--- config.mk ---
export PLATFORM = sky130hd
export DESIGN_NAME = aztec_calendar_date_convert_unit
export DESIGN_NICKNAME = d
export VERILOG_FILES = /design/src/hdl/acdc_pkg.sv /design/src/hdl/aztec_calendar_date_convert_unit.sv
export VERILOG_INCLUDE_DIRS = /design/src /design/src/hdl
export SDC_FILE = /design/constraint.sdc
export NUM_CORES = 2
export LEC_CHECK = 0
export BUFFER_PORTS_ARGS = -buffer_cell sky130_fd_sc_hd__buf_2
export CORE_ASPECT_RATIO = 0.75
export CORE_MARGIN = 2
export CORE_UTILIZATION = 60
export CTS_BUF_LIST = sky130_fd_sc_hd__clkbuf_8
export CTS_CLUSTER_DIAMETER = 150
export DETAILED_ROUTE_END_ITERATION = 6
export PLACE_DENSITY = 0.8
export SYNTH_ARGS = -nofsm -noshare
export SYNTH_HDL_FRONTEND = slang
export SYNTH_SLANG_ARGS = --single-unit
--- constraint.sdc ---
create_clock -name clk_i -period 11.09 [get_ports clk_i]
set_input_delay 1.109 -clock clk_i [delete_from_list [all_inputs] [get_ports clk_i]]
set_output_delay 1.109 -clock clk_i [all_outputs]
set_load 0.01 [all_outputs]
--- src/hdl/aztec_calendar_date_convert_unit_assert.svh ---
// ------------------------------------------------------------------------
// aztec calendar date converter assertion macros
// clocked concurrent checks, quiet while reset is asserted
// ------------------------------------------------------------------------
`ifndef AZTEC_CALENDAR_DATE_CONVERT_UNIT_ASSERT_SVH
`define AZTEC_CALENDAR_DATE_CONVERT_UNIT_ASSERT_SVH

// explicit clock and active-low reset
`define ACDC_ASSERT_CR(lbl, clk, rst_n, prop, msg) \
  lbl: assert property (@(posedge clk) disable iff (!rst_n) prop) else $error(msg);

// block clock and reset
`define ACDC_ASSERT(lbl, prop, msg) `ACDC_ASSERT_CR(lbl, clk_i, rst_ni, prop, msg)

`endif

--- src/hdl/acdc_pkg.sv ---
// ------------------------------------------------------------------------
// acdc_pkg
// constants and types of the aztec calendar date converter
// ------------------------------------------------------------------------
package acdc_pkg;

  // length of the calendar round, a multiple of every cycle used below
  localparam int unsigned ROUND_DAYS = 18980;
  localparam logic [14:0] ROUND_C    = 15'(ROUND_DAYS);

  localparam logic [19:0] CORR_RESET     = 20'd584283;
  localparam logic [14:0] CORR_RESET_RES = 15'(584283 % ROUND_DAYS);

  localparam logic [14:0] TZOLKIN_BIAS = 15'd159;
  localparam logic [14:0] YEAR_BIAS    = 15'd347;
  localparam logic [14:0] FIRE_OFS     = 15'd18;
  localparam logic [8:0]  TZOLKIN_LEN  = 9'd260;
  localparam logic [8:0]  YEAR_LEN     = 9'd365;
  localparam logic [8:0]  REG_DAYS     = 9'd360;
  localparam logic [8:0]  MONTH_LEN    = 9'd20;
  localparam logic [8:0]  TRECENA_LEN  = 9'd13;

  // day residue folding: three 14-bit chunks of the day number
  localparam int unsigned CHUNK_W = 14;
  localparam logic [14:0] K1_C = 15'((1 << CHUNK_W) % ROUND_DAYS);
  localparam logic [14:0] K2_C = 15'((1 << (2 * CHUNK_W)) % ROUND_DAYS);

  // reciprocals, rounded up, exact over the value ranges they see
  localparam int unsigned RED_SH = 45;
  localparam logic [30:0] RED_RECIP_C =
    31'(((64'd1 << RED_SH) + 64'(ROUND_DAYS) - 64'd1) / 64'(ROUND_DAYS));
  localparam int unsigned MID_SH = 24;
  localparam logic [15:0] R260_C = 16'(((1 << MID_SH) + 259) / 260);
  localparam logic [15:0] R365_C = 16'(((1 << MID_SH) + 364) / 365);
  localparam int unsigned LOW_SH = 16;
  localparam logic [11:0] R20_C = 12'(((1 << LOW_SH) + 19) / 20);
  localparam logic [12:0] R13_C = 13'(((1 << LOW_SH) + 12) / 13);

  typedef enum logic [1:0] {
    BEARER_TOCHTLI,
    BEARER_ACATL,
    BEARER_TECPATL,
    BEARER_CALLI
  } bearer_e;

  localparam logic [4:0] SIGN_TOCHTLI = 5'd7;
  localparam logic [4:0] SIGN_ACATL   = 5'd12;
  localparam logic [4:0] SIGN_TECPATL = 5'd17;
  localparam logic [4:0] SIGN_CALLI   = 5'd2;

  // residue of (hi << 14) for the upper six bits of the correlation value
  typedef logic [63:0][14:0] hi_tab_t;

  function automatic hi_tab_t hi_residues();
    hi_tab_t tab;
    for (int i = 0; i < 64; i++) begin
      tab[i] = 15'((i * (1 << CHUNK_W)) % ROUND_DAYS);
    end
    return tab;
  endfunction

  localparam hi_tab_t CORR_HI_RES = hi_residues();

endpackage

--- src/hdl/aztec_calendar_date_convert_unit.sv ---
// ------------------------------------------------------------------------
// aztec_calendar_date_convert_unit
// Converts a fixed-point Julian date into the Aztec day count, solar year
// and calendar round positions, using the correlation constant written on
// the configuration port. One word is accepted every clock cycle unless the
// output side stalls, which holds the whole ten-stage pipeline. Its depth is
// set by the chain of residue reductions: chunk folding of the day number, a
// reciprocal multiply by the round length, then the year and day-count
// reductions of the offset, each of them one multiply per stage. A new
// correlation constant is registered in corr_q and its residue in corr_res_q
// before the offset stage sees it.
// ------------------------------------------------------------------------
`include "aztec_calendar_date_convert_unit_assert.svh"

module aztec_calendar_date_convert_unit #(
  parameter int unsigned FRACTION_BITS = 16
) (
  input  logic        clk_i,
  input  logic        rst_ni,
  input  logic        in_valid_i,
  output logic        in_ready_o,
  input  logic [39:0] julian_date_fixed_i,
  input  logic        cfg_valid_i,
  output logic        cfg_ready_o,
  input  logic [19:0] cfg_data_i,
  output logic        out_valid_o,
  input  logic        out_ready_i,
  output logic [4:0]  tonal_sign_o,
  output logic [3:0]  tonal_num_o,
  output logic [8:0]  tonal_pos_o,
  output logic [8:0]  solar_day_o,
  output logic [4:0]  month_o,
  output logic [4:0]  month_day_o,
  output logic [1:0]  bearer_idx_o,
  output logic [3:0]  year_num_o,
  output logic [5:0]  round_pos_o,
  output logic        new_fire_o,
  output logic [14:0] days_to_new_fire_o
);
  import acdc_pkg::*;

  localparam int unsigned DAY_W = (FRACTION_BITS == 0) ? 40 : 41 - FRACTION_BITS;
  localparam int unsigned EXT_W = 3 * CHUNK_W;
  localparam logic [40:0] HALF  = (41'd1 << FRACTION_BITS) >> 1;

  logic en;
  logic [8:0] vld_q;
  logic out_valid_q;

  // configuration
  logic [19:0] corr_q;
  logic [14:0] corr_res_q, corr_res_d;
  logic [15:0] corr_sum;

  // stage payloads
  logic [40:0] date_sum;
  logic [DAY_W-1:0] day_q, day_d;
  logic [EXT_W-1:0] day_ext;
  logic [13:0] c0_q;
  logic [28:0] m1_q, m1_d, m2_q, m2_d;
  logic [29:0] s_q, s_d, s4_q;
  logic [60:0] prod_q, prod_d;
  logic [14:0] q5;
  logic [29:0] rday_full;
  logic [14:0] rday_q, rday_d;
  logic [15:0] off_diff;
  logic [14:0] o_q, o_d;
  logic [14:0] v1, v2;
  logic [30:0] pa, pb;
  logic [6:0]  qa_q, qa_d;
  logic [5:0]  qb_q, qb_d;
  logic [14:0] v1_q, v2_q, o7_q;
  logic [14:0] di_full, yd_full;
  logic [8:0]  di0_q, di0_d, yd0_q, yd0_d;
  logic [14:0] o8_q;
  logic [20:0] pd20, pd13, py20, py13;
  logic [4:0]  qd20, qd13, qy13;
  logic [4:0]  qy20_q, qy20_d;
  logic [8:0]  ds_full, dn_full, yr20_full, yr13_full;
  logic [4:0]  ds_q, ds_d, yr20_q, yr20_d;
  logic [3:0]  dn_q, dn_d, yr13_q, yr13_d;
  logic [8:0]  di9_q, yd9_q;
  logic [14:0] o9_q;

  // output stage
  logic [5:0]  sign_diff;
  logic [4:0]  ny_sign;
  logic [4:0]  num_diff;
  logic [3:0]  ny_num;
  bearer_e     bearer;
  logic [4:0]  out_sign_q;
  logic [3:0]  out_num_q;
  logic [8:0]  out_idx_q, out_yday_q;
  logic [4:0]  out_month_q, out_month_d, out_mday_q, out_mday_d;
  bearer_e     out_bearer_q;
  logic [3:0]  out_ynum_q;
  logic [5:0]  out_round_q, out_round_d;
  logic        out_fire_q;
  logic [14:0] out_dtnf_q, out_dtnf_d;

  assign en          = !out_valid_q || out_ready_i;
  assign in_ready_o  = en;
  assign cfg_ready_o = 1'b1;

  // correlation residue, one compare and subtract since the sum is below twice the round
  always_comb begin
    corr_sum   = 16'(corr_q[13:0]) + 16'(CORR_HI_RES[corr_q[19:14]]);
    corr_res_d = (corr_sum >= 16'(ROUND_C)) ? 15'(corr_sum - 16'(ROUND_C)) : corr_sum[14:0];
  end

  always_ff @(posedge clk_i or negedge rst_ni) begin
    if (!rst_ni) begin
      corr_q     <= CORR_RESET;
      corr_res_q <= CORR_RESET_RES;
    end else begin
      if (cfg_valid_i) begin
        corr_q <= cfg_data_i;
      end
      corr_res_q <= corr_res_d;
    end
  end

  always_ff @(posedge clk_i or negedge rst_ni) begin
    if (!rst_ni) begin
      vld_q       <= '0;
      out_valid_q <= 1'b0;
    end else if (en) begin
      vld_q       <= {vld_q[7:0], in_valid_i};
      out_valid_q <= vld_q[8];
    end
  end

  always_comb begin
    // day number: add one half, floor
    date_sum = {1'b0, julian_date_fixed_i} + HALF;
    day_d    = DAY_W'(date_sum >> FRACTION_BITS);

    // fold the day number into a sum congruent modulo the round
    day_ext = EXT_W'(day_q);
    m1_d    = 29'(day_ext[2*CHUNK_W-1:CHUNK_W]) * 29'(K1_C);
    m2_d    = 29'(day_ext[3*CHUNK_W-1:2*CHUNK_W]) * 29'(K2_C);
    s_d     = 30'(c0_q) + 30'(m1_q) + 30'(m2_q);

    prod_d = 61'(s_q) * 61'(RED_RECIP_C);

    q5        = prod_q[RED_SH+14:RED_SH];
    rday_full = s4_q - 30'(q5) * 30'(ROUND_C);
    rday_d    = rday_full[14:0];

    // offset residue, wrap into the round
    off_diff = {1'b0, rday_q} - {1'b0, corr_res_q};
    o_d      = off_diff[15] ? off_diff[14:0] + ROUND_C : off_diff[14:0];

    v1   = o_q + TZOLKIN_BIAS;
    v2   = o_q + YEAR_BIAS;
    pa   = 31'(v1) * 31'(R260_C);
    pb   = 31'(v2) * 31'(R365_C);
    qa_d = pa[30:MID_SH];
    qb_d = pb[29:MID_SH];

    di_full = v1_q - 15'(qa_q) * 15'(TZOLKIN_LEN);
    yd_full = v2_q - 15'(qb_q) * 15'(YEAR_LEN);
    di0_d   = di_full[8:0];
    yd0_d   = yd_full[8:0];

    pd20      = 21'(di0_q) * 21'(R20_C);
    pd13      = 21'(di0_q) * 21'(R13_C);
    py20      = 21'(yd0_q) * 21'(R20_C);
    py13      = 21'(yd0_q) * 21'(R13_C);
    qd20      = pd20[20:LOW_SH];
    qd13      = pd13[20:LOW_SH];
    qy20_d    = py20[20:LOW_SH];
    qy13      = py13[20:LOW_SH];
    ds_full   = di0_q - 9'(qd20) * MONTH_LEN;
    dn_full   = di0_q - 9'(qd13) * TRECENA_LEN;
    yr20_full = yd0_q - 9'(qy20_d) * MONTH_LEN;
    yr13_full = yd0_q - 9'(qy13) * TRECENA_LEN;
    ds_d      = ds_full[4:0];
    dn_d      = dn_full[3:0];
    yr20_d    = yr20_full[4:0];
    yr13_d    = yr13_full[3:0];
  end

  // new year's day sits yd0 days back, so its sign and number follow by subtraction
  always_comb begin
    sign_diff = {1'b0, ds_q} - {1'b0, yr20_q};
    ny_sign   = sign_diff[5] ? sign_diff[4:0] + 5'(MONTH_LEN) : sign_diff[4:0];
    num_diff  = {1'b0, dn_q} - {1'b0, yr13_q};
    ny_num    = num_diff[4] ? num_diff[3:0] + 4'(TRECENA_LEN) : num_diff[3:0];

    case (ny_sign)
      SIGN_TOCHTLI: bearer = BEARER_TOCHTLI;
      SIGN_ACATL:   bearer = BEARER_ACATL;
      SIGN_TECPATL: bearer = BEARER_TECPATL;
      SIGN_CALLI:   bearer = BEARER_CALLI;
      default:      bearer = BEARER_TOCHTLI;
    endcase

    out_round_d = 6'(bearer) * 6'(TRECENA_LEN) + 6'(ny_num) + 6'd1;

    if (yd9_q < REG_DAYS) begin
      out_month_d = qy20_q + 5'd1;
      out_mday_d  = yr20_q + 5'd1;
    end else begin
      // nemontemi
      out_month_d = '0;
      out_mday_d  = 5'(yd9_q - (REG_DAYS - 9'd1));
    end

    if (o9_q == FIRE_OFS) begin
      out_dtnf_d = '0;
    end else if (o9_q > FIRE_OFS) begin
      out_dtnf_d = ROUND_C + FIRE_OFS - o9_q;
    end else begin
      out_dtnf_d = FIRE_OFS - o9_q;
    end
  end

  always_ff @(posedge clk_i) begin
    if (en) begin
      day_q  <= day_d;
      c0_q   <= day_ext[CHUNK_W-1:0];
      m1_q   <= m1_d;
      m2_q   <= m2_d;
      s_q    <= s_d;
      s4_q   <= s_q;
      prod_q <= prod_d;
      rday_q <= rday_d;
      o_q    <= o_d;
      qa_q   <= qa_d;
      qb_q   <= qb_d;
      v1_q   <= v1;
      v2_q   <= v2;
      o7_q   <= o_q;
      di0_q  <= di0_d;
      yd0_q  <= yd0_d;
      o8_q   <= o7_q;
      ds_q   <= ds_d;
      dn_q   <= dn_d;
      yr20_q <= yr20_d;
      yr13_q <= yr13_d;
      qy20_q <= qy20_d;
      di9_q  <= di0_q;
      yd9_q  <= yd0_q;
      o9_q   <= o8_q;

      out_sign_q   <= ds_q;
      out_num_q    <= dn_q + 4'd1;
      out_idx_q    <= di9_q + 9'd1;
      out_yday_q   <= yd9_q + 9'd1;
      out_month_q  <= out_month_d;
      out_mday_q   <= out_mday_d;
      out_bearer_q <= bearer;
      out_ynum_q   <= ny_num + 4'd1;
      out_round_q  <= out_round_d;
      out_fire_q   <= (o9_q == FIRE_OFS);
      out_dtnf_q   <= out_dtnf_d;
    end
  end

  assign out_valid_o        = out_valid_q;
  assign tonal_sign_o       = out_sign_q;
  assign tonal_num_o        = out_num_q;
  assign tonal_pos_o        = out_idx_q;
  assign solar_day_o        = out_yday_q;
  assign month_o            = out_month_q;
  assign month_day_o        = out_mday_q;
  assign bearer_idx_o       = out_bearer_q;
  assign year_num_o         = out_ynum_q;
  assign round_pos_o        = out_round_q;
  assign new_fire_o         = out_fire_q;
  assign days_to_new_fire_o = out_dtnf_q;

  `ACDC_ASSERT(a_corr_res_range, corr_res_q < ROUND_C, "correlation residue out of range")
  `ACDC_ASSERT(a_rday_range, vld_q[4] |-> rday_q < ROUND_C, "day residue not fully reduced")
  `ACDC_ASSERT(a_stall_freeze, out_valid_q && !out_ready_i |=> $stable(vld_q),
               "pipeline moved during stall")
  `ACDC_ASSERT(a_fire_day,
               out_valid_q && out_fire_q |->
                 out_yday_q == 9'd1 && out_month_q == 5'd1 && out_dtnf_q == '0,
               "new fire not on first day of year")
  `ACDC_ASSERT(a_nemontemi,
               out_valid_q && out_month_q == '0 |->
                 out_yday_q > REG_DAYS && out_mday_q <= 5'd5,
               "nemontemi month outside last five days")

endmodule

## After elaboration in Yosys (flattened, before gate mapping)

Memories as Yosys holds them, arrays and structs flattened.
Index checks and enable logic that the tools add are counted.

| cells by class | value |
|---|---|
| reduce and logical (&&, ||, !) cells | 2 |
| add/subtract/negate cells | 30 |
| order comparisons | 4 |
| eq/ne operators | 4 |
| muxes and demuxes | 8 |
| multipliers | 15 |

Operators by type and width:

| cell | number |
|---|---|
| two-way mux 15 bit | 4 |
| multiplier 26 x 31 -> 57 bit, second input constant | 1 |
| multiplier 9 x 12 -> 21 bit, second input constant | 2 |
| adder 40 x 16 -> 41 bit, second input constant | 1 |
| multiplier 9 x 12 -> 20 bit, second input constant | 2 |
| multiplier 15 x 16 -> 30 bit, second input constant | 1 |
| multiplier 15 x 12 -> 27 bit, second input constant | 1 |
| adder 14 x 25 -> 26 bit | 1 |
| adder 9 x 1 -> 9 bit, second input constant | 2 |
| subtractor 9 bit | 2 |
| adder 14 x 15 -> 16 bit | 1 |
| >= comparator 16 x 15 -> 1 bit, second input constant | 1 |
| subtractor 15 x 15 -> 16 bit | 1 |
| adder 15 bit, second input constant | 1 |
| adder 15 x 8 -> 15 bit, second input constant | 1 |
| adder 15 x 9 -> 15 bit, second input constant | 1 |
| equality test 15 x 5 -> 1 bit, second input constant | 1 |
| > comparator 15 x 5 -> 1 bit, second input constant | 1 |
| multiplier 15 x 13 -> 13 bit, second input constant | 1 |
| subtractor 15 bit | 1 |
| subtractor 15 bit, first input constant | 1 |
| subtractor 15 bit, second input constant | 1 |
| subtractor 5 x 15 -> 15 bit, first input constant | 1 |
| adder 5 x 1 -> 5 bit, second input constant | 2 |
| other kinds (25) | 31 |

| word-level totals | value |
|---|---|
| memory bits (read-only) | 960 |
| input port bits | 65 |
| register bits | 426 |
| output and inout bits | 68 |
| word-level logic and storage cells | 103 |
| memories kept | 1 |

Memory list:

| name | depth | bits a word | rd ports | clocked after memory_dff | write ports | line | RTL |
|---|---|---|---|---|---|---|---|
| (name not given) | 64 | 15 | 1 | 0 | 0 | aztec_calendar_date_convert_unit.sv:107 | `corr_sum = 16'(corr_q[13:0]) + 16'(CORR_HI_RES[corr_q[19:14]]);` |

## Logic depth before layout (Yosys ltp)

| depth | value |
|---|---|
| depth after elaboration | 8 |
| gate-level depth with buffers | 27 |
| depth with buffers taken out | 27 |

## Least setup slack after synthesis

OpenSTA, ideal clock, no wires.

| timing path | value |
|---|---|
| path kind | input-to-reg |
| start | in out_ready_i |
| end | reg vld_q[0] |
| stages | 3 |
| arrival time | 11,638 ps |
| required time | 10,975 ps |
| path buffers | 1 |
| library setup time | 115 ps |
| path slack | -664 ps |
| path through | nand2b_1 clkbuf_1 mux2_2 |

| on the way | value |
|---|---|
| word-level cells in the longest chain between the ends | 1 |

Ends and longest elaborated chain:

| item | line | RTL |
|---|---|---|
| start, declared | aztec_calendar_date_convert_unit.sv:27 | `input logic out_ready_i,` |
| logical OR 1 bit | aztec_calendar_date_convert_unit.sv:101 | `assign en = !out_valid_q \|\| out_ready_i;` |
| named net in_ready_o | aztec_calendar_date_convert_unit.sv:21 | `output logic in_ready_o,` |
| end signal, assigned | aztec_calendar_date_convert_unit.sv:128 | `vld_q <= {vld_q[7:0], in_valid_i};` |
| end, declared | aztec_calendar_date_convert_unit.sv:47 | `logic [8:0] vld_q;` |

The timed path passes the listed nets, and every way through them passes these cells.
A chain may end at the register's enable or synchronous reset.

## Final worst setup path

| timing path | value |
|---|---|
| start | reg o_q[0] |
| end | reg qb_q[5] (data pin) |

| on the way | value |
|---|---|
| word-level cells in the longest chain between the ends | 2 |

Ends and longest elaborated chain:

| item | line | RTL |
|---|---|---|
| start, declared | aztec_calendar_date_convert_unit.sv:67 | `logic [14:0] o_q, o_d;` |
| start signal, assigned | aztec_calendar_date_convert_unit.sv:229 | `o_q <= o_d;` |
| adder 15 x 9 -> 15 bit | aztec_calendar_date_convert_unit.sv:155 | `v2 = o_q + YEAR_BIAS;` |
| multiplier 15 x 16 -> 30 bit | aztec_calendar_date_convert_unit.sv:157 | `pb = 31'(v2) * 31'(R365_C);` |
| named net pb[29] | aztec_calendar_date_convert_unit.sv:69 | `logic [30:0] pa, pb;` |
| end signal, assigned | aztec_calendar_date_convert_unit.sv:231 | `qb_q <= qb_d;` |
| end, declared | aztec_calendar_date_convert_unit.sv:71 | `logic [5:0] qb_q, qb_d;` |

The timed path passes the listed nets, and every way through them passes these cells.

==> results.md <==
- Syn Nets: 5,322
- DR vias/cell: 5.54
- WL met3: 7.61 mm
- Width of the die: about 310 um
- Endpoint class of the critical path: register
- First-pass iteration count of the detailed router: 7
- CTS resizes: 0
- Crit path buf inv count: 4
- Clk slew on worst S/H paths: ~60 ps
- ANT cells: 0
- Post-DP HPWL: 74.3 mm
- Initial Utilization: 61.0%
- WL final: 90.5 mm
- Placeable Area: 70,500 um2
- Crit Path Max Fanout: 9
- DR WL/cell: between 15 and 20 um
- Final Cycle Share: 77.1%
- Setup TNS: 0 ps
- Routed length on met2: 39.8 mm
- Arr. time, crit path: 8970 ps
- Global-route wire length before repair: 149 mm
- Pins Over Slew Limit: 0
- Mapped cell area: roughly 43,000 um2
- Ports: roughly 130
- Status: finished, final reports clean
- Most frequent cells in the layout: 960 x inv_1, 773 x ha_1, 486 x fa_1
- Sink Count: 370
- Dpl cells: about 5,000
- Critical path's slowest cell: a2111oi_1
- Post-Syn Instances: 3,998
- Worst-skew pair later-pin latency: 720 ps
- Post-CTS Setup Bufs: 0
- Fillers: 5,304
- Slew @ Worst Pin: 1040 ps
- Drt drc: 0
- Unrepaired setup endpoints after global routing: no
- Top sig layer: met5
- Fmax: 0.117 GHz
- Area of the die: between 70,000 and 80,000 um2
- Commonest non-fill, non-tap cell in the layout: inv_1
- Top FF cell, synth: edfxtp_1
- Vias in the first global route: 29,100
- Row count: 84
- Synth-to-Final Area Change: 6.77%
- Port bufs: between 100 and 150
- Nets@finish: 5,451
- CTS Root Cell: clkbuf_8
- Post-synthesis sequential area ratio: 25.4%
- Crit path launch type: register
- GRT overflow: 0
- Rel. slew slack: roughly 31%
- Worst EP required: 11,510 ps
- Non-Filler Instances: 5,122
- Num CTS Buffers: 61
- H-tree depth: 2
- Via count: 28,400
- GP Congestion: 0.961
- Final ANT Viol Nets: 0
- Synth async-reset ratio: approximately 12%
- EDFF count, synth: 325
- Syn avg cell area: 10.8 um2
- Cell family with most CP delay: adder cells
- CTS tree: built
- Register area: 10,900 um2
- Total Routing Usage GR: 25.2%
- Yosys Warn Count: 0
- Max clock buf depth: 3
- CTS Hold Bufs: 0
- # setup viols final: 0
- Antenna violations before repair: 1
- DIE HEIGHT: 236 um
- Final clock skew: 41.4 ps
- WS Path Type: register to register
- Initial DRC count: 2,163
- Area of the multi-input gates: about 28,000 um2
- CP max stage delay: roughly 820 ps
- Final hold violations: 0
- Pin count of the biggest net entering global routing: 143
- #FFs+latches synth: 370
- HP Class: register to register
- Share of layout cells above drive strength 1: 7.73%
- Yosys cell types: 104
- Period minus WS final: 8550 ps
- Max_cap viols: 0
- Met1 wire length: roughly 40 mm
cell type report:
| type | instances | share of cell area (%) |
|---|---|---|
| inverter | 953 | 7.79 |
| timing repair buffer | 122 | 1.39 |
| sequential | 370 | 23.8 |
| tap | 946 | 2.58 |
| clock buffer | 67 | 2.01 |
| clock inverter | 45 | 0.869 |
| multi-input combinational | 2619 | 61.6 |
cell usage after synthesis (all sizes together), types with 6 or more instances:
library cell | number | share of area [%]
mux2 | 28 | 0.73
and2 | 16 | 0.23
a21oi | 139 | 1.6
fa | 486 | 23
a21o | 44 | 0.77
o21bai | 14 | 0.24
dfrtp | 27 | 1.6
inv | 951 | 8.3
a211o | 6 | 0.12
a21boi | 10 | 0.17
dfstp | 18 | 1.1
nand2 | 147 | 1.3
nor3 | 36 | 0.42
nand4 | 28 | 0.41
nand3 | 58 | 0.70
o22ai | 6 | 0.10
nand2b | 26 | 0.38
or2 | 26 | 0.38
o21a | 21 | 0.37
o21ai | 110 | 1.3
a311oi | 7 | 0.20
o31ai | 13 | 0.26
edfxtp | 325 | 23
clkbuf | 40 | 0.35
o2111ai | 7 | 0.16
xor2 | 77 | 1.6
buf | 16 | 0.21
or3 | 12 | 0.17
a31oi | 18 | 0.28
a211oi | 24 | 0.47
o211ai | 28 | 0.51
nor2b | 32 | 0.48
and3 | 22 | 0.32
a2111oi | 7 | 0.16
nor2 | 129 | 1.1
xnor2 | 185 | 3.8
ha | 773 | 22
sequential cells by signal, summed over array words and instances, names as in the netlist, 11 cells and up:
| signal | count |
|---|---|
| corr_q | 20 |
| o9_q | 15 |
| o_q | 15 |
| m1_q | 11 |
| day_q | 25 |
| c0_q | 14 |
| prod_q | 12 |
| s4_q | 15 |
| corr_res_q | 15 |
| o8_q | 15 |
| rday_q | 15 |
| s_q | 25 |
| o7_q | 15 |
| days_to_new_fire_o | 15 |
kinds of logic (layout without fill, tap and decap cells):
group                    Yosys count  count (layout)  synth area share (%)
multiplexers                      34              34                 0.902
adder cells (fa/ha/maj)         1260            1260                  45.1
other                              1               1               0.00872
AO/OA/AOI/OAI                    508             508                  7.95
buffers and inverters           1009            1187                  8.88
XOR/XNOR                         262             262                  5.39
flip-flops                       370             370                  25.4
AND/OR/NAND/NOR                  554             554                  6.37
metal layers:
| metal | track usage, % | vias to the layer above |
|---|---|---|
| met5 | 0 | - |
| met4 | 5.42 | 2 |
| met3 | 5.08 | 138 |
| met2 | 39.2 | 984 |
| met1 | 36.7 | 13800 |
| li1 | - | 13400 |
per-stage QoR:
stage	utilization, %	setup WS [ps]	hold WS (ps)	cell area, um2
6_report	65.1	2540	361	45900
5_1_grt	65.1	2180	369	45900
3_5_place_dp	63.2	2810	367	44600
4_1_cts	65.1	2700	361	45900
2_1_floorplan	-	4140	359	43000
3_3_place_gp	63.2	2970	369	44600
worst paths after layout:
| kind | from | slack, ps | cells after the start | endpoint |
|---|---|---|---|---|
| max | o_q[0]$_DFFE_PP_ | 2540 | 26 | qb_q[5]$_DFFE_PP_ |
| min | corr_q[1]$_DFFE_PN1P_ | 360 | 0 | corr_res_q[1]$_DFF_PN1_ |
| max reg2reg | o_q[0]$_DFFE_PP_ | 2540 | 26 | qb_q[5]$_DFFE_PP_ |
| min reg2reg | corr_q[1]$_DFFE_PN1P_ | 360 | 0 | corr_res_q[1]$_DFF_PN1_ |
| max in group asynchronous | rst_ni | 9870 | 1 | corr_res_q[2]$_DFF_PN0_ |
| min in group asynchronous | rst_ni | 570 | 1 | corr_q[16]$_DFFE_PN0P_ |
Power is left out: the tool's default activity adds up to more than one toggle a clock period on the data nets, which glitch-free logic cannot reach.
